### src/design/heavy_hitter_decay_table_core_assert.svh
// ----------------------------------------------------------------------------
// Heavy hitter decay table - assertion macros
// Shared concurrent assertion forms, clocked on i_clk, off during reset.
// ----------------------------------------------------------------------------
`ifndef HEAVY_HITTER_DECAY_TABLE_CORE_ASSERT_SVH
`define HEAVY_HITTER_DECAY_TABLE_CORE_ASSERT_SVH

// same-cycle implication
`define HHDT_ASSERT_NOW(lbl, ante, cons, msg) \
    lbl: assert property (@(posedge i_clk) disable iff (!i_rst_n) (ante) |-> (cons)) \
        else $error(msg);

// next-cycle implication
`define HHDT_ASSERT_NEXT(lbl, ante, cons, msg) \
    lbl: assert property (@(posedge i_clk) disable iff (!i_rst_n) (ante) |=> (cons)) \
        else $error(msg);

`endif

### src/design/hhdt_pkg.sv
// ----------------------------------------------------------------------------
// hhdt_pkg
// Types, hash constants and the decay threshold table.
// ----------------------------------------------------------------------------
package hhdt_pkg;

    localparam int KEY_BITS = 104;

    localparam logic [31:0] MM_C1  = 32'hcc9e2d51;
    localparam logic [31:0] MM_C2  = 32'h1b873593;
    localparam logic [31:0] MM_C3  = 32'h85ebca6b;
    localparam logic [31:0] MM_C4  = 32'hc2b2ae35;
    localparam logic [31:0] MM_ADD = 32'he6546b64;
    localparam logic [31:0] MM_LEN = 32'd13;

    localparam logic [31:0] COUNT_MAX = 32'hFFFFFFFF;
    localparam logic [31:0] DECAY_LIMIT = 32'd400;

    typedef enum logic [2:0] {
        ST_PLACED    = 3'd0,
        ST_MATCHED   = 3'd1,
        ST_DECAYED   = 3'd2,
        ST_REPLACED  = 3'd3,
        ST_UNCHANGED = 3'd4,
        ST_READ      = 3'd5
    } t_status;

    typedef struct packed {
        logic [31:0] count;
        logic [39:0] key_high;
        logic [63:0] key_low;
    } t_cell;

    typedef logic [31:0] t_thr_rom [512];

    // (25/27)^c in Q6.58, kept as Q0.32; zero beyond the decay limit
    function automatic t_thr_rom build_thr();
        logic [63:0] p;
        t_thr_rom    t;
        p = 64'd1 << 58;
        t[0] = COUNT_MAX;
        for (int i = 1; i < 512; i++) begin
            p = (p * 64'd25) / 64'd27;
            t[i] = (i <= 400) ? p[57:26] : 32'd0;
        end
        return t;
    endfunction

    localparam t_thr_rom THR_ROM = build_thr();

endpackage

### src/design/hhdt_hash.sv
// ----------------------------------------------------------------------------
// hhdt_hash
// Key hash over one shared 32x32 multiplier, then reciprocal-multiply bucket
// remainder on the same multiplier with one compare and subtract.
// ----------------------------------------------------------------------------
module hhdt_hash #(
    parameter int BUCKETS = 2048,
    parameter int BW      = 11
) (
    input  logic                          i_clk,
    input  logic                          i_rst_n,
    input  logic                          i_start,
    input  logic [hhdt_pkg::KEY_BITS-1:0] i_key,
    output logic                          o_done,
    output logic [BW-1:0]                 o_bucket
);

    localparam int RW = BW + 1;
    localparam logic [RW-1:0] BUCK_C = RW'(BUCKETS);
    localparam logic [31:0] BUCK32 = 32'(BUCKETS);
    // floor(2^32 / BUCKETS), held to 32 bits; quotient estimate is low by at most one
    localparam logic [63:0] RECIP64 = (64'd1 << 32) / 64'(BUCKETS);
    localparam logic [31:0] RECIP = (RECIP64 > 64'h00000000FFFFFFFF) ? 32'hFFFFFFFF :
                                    RECIP64[31:0];
    localparam logic [5:0] LAST_STEP = 6'd19;

    logic [hhdt_pkg::KEY_BITS-1:0] r_key;
    logic [31:0] r_prod, r_h, n_h, w_a, w_b, w_word, w_x, w_y, w_diff;
    logic [63:0] w_full;
    logic        w_mul, w_hi;
    logic [5:0]  r_step;
    logic        r_busy, r_done;
    logic [RW-1:0] r_rem, n_rem, w_t;

    always_comb begin
        unique case (r_step[3:2])
            2'd0:    w_word = r_key[31:0];
            2'd1:    w_word = r_key[63:32];
            2'd2:    w_word = r_key[95:64];
            default: w_word = {24'd0, r_key[103:96]};
        endcase
        w_x = r_h ^ r_prod ^ hhdt_pkg::MM_LEN;
        w_y = r_h ^ r_prod;
        w_diff = r_h - r_prod;
        w_t = w_diff[RW-1:0];
        w_a = r_prod;
        w_b = hhdt_pkg::MM_C1;
        w_mul = 1'b0;
        w_hi = 1'b0;
        n_h = r_h;
        n_rem = r_rem;
        if (r_step >= 6'd17) begin
            unique case (r_step)
                6'd17: begin
                    w_a = r_h; w_b = RECIP; w_mul = 1'b1; w_hi = 1'b1;
                end
                6'd18: begin
                    w_a = r_prod; w_b = BUCK32; w_mul = 1'b1;
                end
                default: begin
                    n_rem = (w_t >= BUCK_C) ? w_t - BUCK_C : w_t;
                end
            endcase
        end else begin
            unique case (r_step)
                6'd0, 6'd4, 6'd8, 6'd12: begin
                    w_a = w_word; w_b = hhdt_pkg::MM_C1; w_mul = 1'b1;
                end
                6'd1, 6'd5, 6'd9, 6'd13: begin
                    w_a = {r_prod[16:0], r_prod[31:17]}; w_b = hhdt_pkg::MM_C2; w_mul = 1'b1;
                end
                6'd2, 6'd6, 6'd10: begin
                    w_a = {w_y[18:0], w_y[31:19]}; w_b = 32'd5; w_mul = 1'b1;
                end
                6'd3, 6'd7, 6'd11: begin
                    n_h = r_prod + hhdt_pkg::MM_ADD;
                end
                6'd14: begin
                    w_a = w_x ^ (w_x >> 16); w_b = hhdt_pkg::MM_C3; w_mul = 1'b1;
                end
                6'd15: begin
                    w_a = r_prod ^ (r_prod >> 13); w_b = hhdt_pkg::MM_C4; w_mul = 1'b1;
                end
                default: begin
                    n_h = r_prod ^ (r_prod >> 16);
                    n_rem = '0;
                end
            endcase
        end
    end

    assign w_full = w_a * w_b;

    always_ff @(posedge i_clk) begin
        if (!i_rst_n) begin
            r_busy <= 1'b0;
            r_done <= 1'b0;
            r_step <= '0;
        end else begin
            r_done <= r_busy && (r_step == LAST_STEP);
            if (i_start) begin
                r_busy <= 1'b1;
                r_step <= '0;
            end else if (r_busy) begin
                r_step <= r_step + 6'd1;
                if (r_step == LAST_STEP) begin
                    r_busy <= 1'b0;
                end
            end
        end
    end

    always_ff @(posedge i_clk) begin
        if (i_start) begin
            r_key <= i_key;
            r_h   <= '0;
            r_rem <= '0;
        end else if (r_busy) begin
            r_h   <= n_h;
            r_rem <= n_rem;
            if (w_mul) begin
                r_prod <= w_hi ? w_full[63:32] : w_full[31:0];
            end
        end
    end

    assign o_done   = r_done;
    assign o_bucket = r_rem[BW-1:0];

endmodule

### config.mk
export PLATFORM = sky130hd
export DESIGN_NAME = hhdt_hash
export DESIGN_NICKNAME = d
export VERILOG_FILES = /design/src/design/heavy_hitter_decay_table_core_assert.svh /design/src/design/hhdt_pkg.sv /design/src/design/hhdt_hash.sv
export SDC_FILE = /design/constraint.sdc
export NUM_CORES = 2
export LEC_CHECK = 0
export BUFFER_PORTS_ARGS = -buffer_cell sky130_fd_sc_hd__buf_2
export CAP_MARGIN = 10
export CORE_ASPECT_RATIO = 0.8
export CORE_UTILIZATION = 60
export CTS_CLUSTER_DIAMETER = 100
export DETAILED_ROUTE_END_ITERATION = 6
export PLACE_DENSITY_LB_ADDON = 0.08
export SLEW_MARGIN = 20
export SYNTH_ARGS = -nofsm -noshare
export SYNTH_HDL_FRONTEND = slang
export SYNTH_SLANG_ARGS = --single-unit
### constraint.sdc
create_clock -name i_clk -period 26.1 [get_ports i_clk]
set_input_delay 1.305 -clock i_clk [delete_from_list [all_inputs] [get_ports i_clk]]
set_output_delay 1.305 -clock i_clk [all_outputs]
set_load 0.01 [all_outputs]
==> impl_metrics.toml <==
[outcome]
status = "finished, final reports clean"

[die]
num_rows = 84
start_util_pct = 61.2
num_io_pins = 119
dieHeight_um = 234
core_um2 = 66200
die_w_um = 292
dieArea_um2 = 68500

[logic_synthesis]
syn_avg_cell_area_um2 = 9.33
syn-num-nets = 5621
ys_warn_count = 0
ys_seq_elements = 187
synth_top_area_share_pct = 40.9
ys_async_sr_fraction_pct = 0
ys_seq_area_share_pct = 12.6
synth_top_area_cell = "fa_1"
yosysUniqueCellTypes = 68
synth-edff-count = 136
synth_area_um2 = 40500
synth_area_leaders = "fa_1 41%, ha_1 11%, edfxtp_1 10%, inv_1 9.7%, nor2_1 4.1%"
synthCells = 4342
synth-main-ff-cell = "edfxtp_1"

[layout]
nets = 5638
area_growth_pct = 5.13
layout_commonest_cell = "inv_1"
final_cell_mix = "1042 x inv_1, 828 x fa_1, 434 x nor2_1"
drive_gt1_share_pct = 6.08

[worst_setup_path]
critPathSlowestCell = "a31oi_1"
crit_buf_inv = 4
required_ns = 26.29
cp_max_fo = 37
cpLargestDelayFamily = "adder cells"
worst_r2r_path_depth = 33
crit_path_frequent_cell = "fa_1"
timing.rr.start = "r_step[2]"
r2r_slack_ns = 14.05
rr_endpoint = "r_prod[22]"
slowest_delay_ns = 0.81
crit_type = "reg2reg"
arrival_ns = 12.24
critPathCaptureType = "register"
critPathLaunchType = "register"

[clock_tree]
ctsLongestPathBuffers = 2
hold_buffers = 0
cts_tree = "yes"
cts-htree-levels = 4
cts_sinks = 187
cts-buffers-inserted = 17
path_clk_slew_ns = 0.09
post_cts_resized = 0
cts_root_buf = "clkbuf_16"
clk_latency_ns = 0.47
postCtsSetupBuffers = 0

[grt]
grt_pass1_vias = 32500
grt_max_degree = 95
antenna_found_initial = 4
grt_pass1_wl_um = 225000
grt_use_total_pct = 46.8
gr-total-overflow = 0

[route]
drcViolationCount = 0
wl_per_cell_um = 29.6
drtAntennaViolNets = 0
via_per_inst = 6.23
drt-pass1-iter-count = 7
wl_um = 155000
vias = 32600
drt_iter0_drc = 4596

[worst_hold_path]
worstHoldStart = "r_rem[9]"
holdPathStages = 2
min_to = "r_rem[9]"
hold_class = "reg2reg"

[placed_design]
hpwlAfterDp_um = 133000
io_buffers = 118
gp_congestion = 1.07

[timing]
final-hold-violation-count = 0
fin_skew_ns = 0.0206
hold_slack_ns = 0.483
min_period_ns = 12.05
post-route-period-util_pct = 46.2
drv_slew = 0
tns_ns = 0
setup_viol = 0
tightest_slew_ns = 1.17
rsz0062_at_grt = "no"
max_freq_mhz = 83.0
slew_headroom_pct = 20.9

[flow_run]
max_cap_violations = 0
metal layers:
layer  part of all wire, %  vias up  global-route usage (%)
met2                    40     2487                    64.7
met1                    38    16100                    63.1
met5                  0.12        -                    1.81
met3                    15      489                    17.9
met4                   6.7        6                    25.7
li1                      -    13500                       -
sequential cells by signal, indices dropped and copies added, names as in the netlist:
name	flops
r_key	104
o_done	1
r_rem	11
r_h	32
r_busy	1
r_prod	32
r_step	6
stage by stage:
| step | worst slack, ns | util (%) | instances | instance area (um^2) |
|---|---|---|---|---|
| detailed placement | 14.15 | 63.3 | 5200 | 41900 |
| CTS | 14.13 | 64.3 | 5232 | 42600 |
| global route | 13.57 | 64.3 | 5232 | 42600 |
| finish | 14.05 | 64.3 | 5234 | 42600 |
| floorplan | 17.01 | - | 4342 | 40500 |
| global placement | 14.35 | 63.3 | 5199 | 41900 |
layout make-up:
cell class | count | area [um^2]
Timing Repair Buffer | 174 | 1020
Tap cell | 860 | 1080
Antenna cell | 2 | 5.00
Clock buffer | 17 | 425
Multi-Input combinational cell | 2937 | 30800
Sequential cell | 187 | 5110
Inverter | 1042 | 3910
Clock inverter | 15 | 190
Fill cell | 5715 | 23600
cells in the mapped netlist (all sizes together), types with 3 or more instances:
cell,count
edfxtp,136
a211o,5
a31oi,18
or3,11
nor3,14
a211oi,32
and2,15
ha,344
a2111oi,7
a21boi,7
nand2b,10
o22ai,30
dfxtp,51
a31o,8
a311oi,6
a41oi,3
xnor2,125
and4,5
a22oi,23
o21ai,127
buf,41
nand4,17
or2,20
mux4,8
fa,828
o211ai,13
a221oi,10
a221o,13
nand3,27
nor2,441
mux2i,32
o21bai,13
o2111ai,5
clkbuf,135
and3,11
inv,1042
xor2,58
nor2b,6
a21o,68
nor4,4
nand2,349
o31ai,10
o21a,19
a21oi,158
o221ai,17
worst max path at each step:
stage,from,to,slack [ns],cells past startpoint
global placement,r_step[0],r_prod[22],14.35,33
CTS,r_step[0],r_prod[22],14.13,31
finish,r_step[2],r_prod[22],14.05,33
floorplan,r_step[1],r_prod[22],17.01,34
global route,r_step[2],r_prod[22],13.57,33
detailed placement,r_step[0],r_prod[22],14.15,33
worst register-to-register path: cells and delay by family, from the launching register on:
| kind | cells | cell delay [ns] |
|---|---|---|
| adders and majority gates | 9 | 4.22 |
| AOI/OAI and AO/OA | 13 | 3.99 |
| and+or+nand+nor | 6 | 2.13 |
| buffers and inverters | 4 | 0.85 |
| DFF | 1 | 0.45 |
| xor gates and xnor gates | 1 | 0.18 |
cell families after synthesis:
family	after synthesis	share of synthesized area, %
muxes	42	1.29
buffers and inverters	1218	11.4
and+or+nand+nor	937	9.55
xor gates and xnor gates	183	3.96
AOI/OAI and AO/OA	602	9.60
adders and majority gates	1173	51.6
DFF	187	12.6
Power is left out: the tool's default activity adds up to more than one toggle a clock period on the data nets, which glitch-free logic cannot reach.
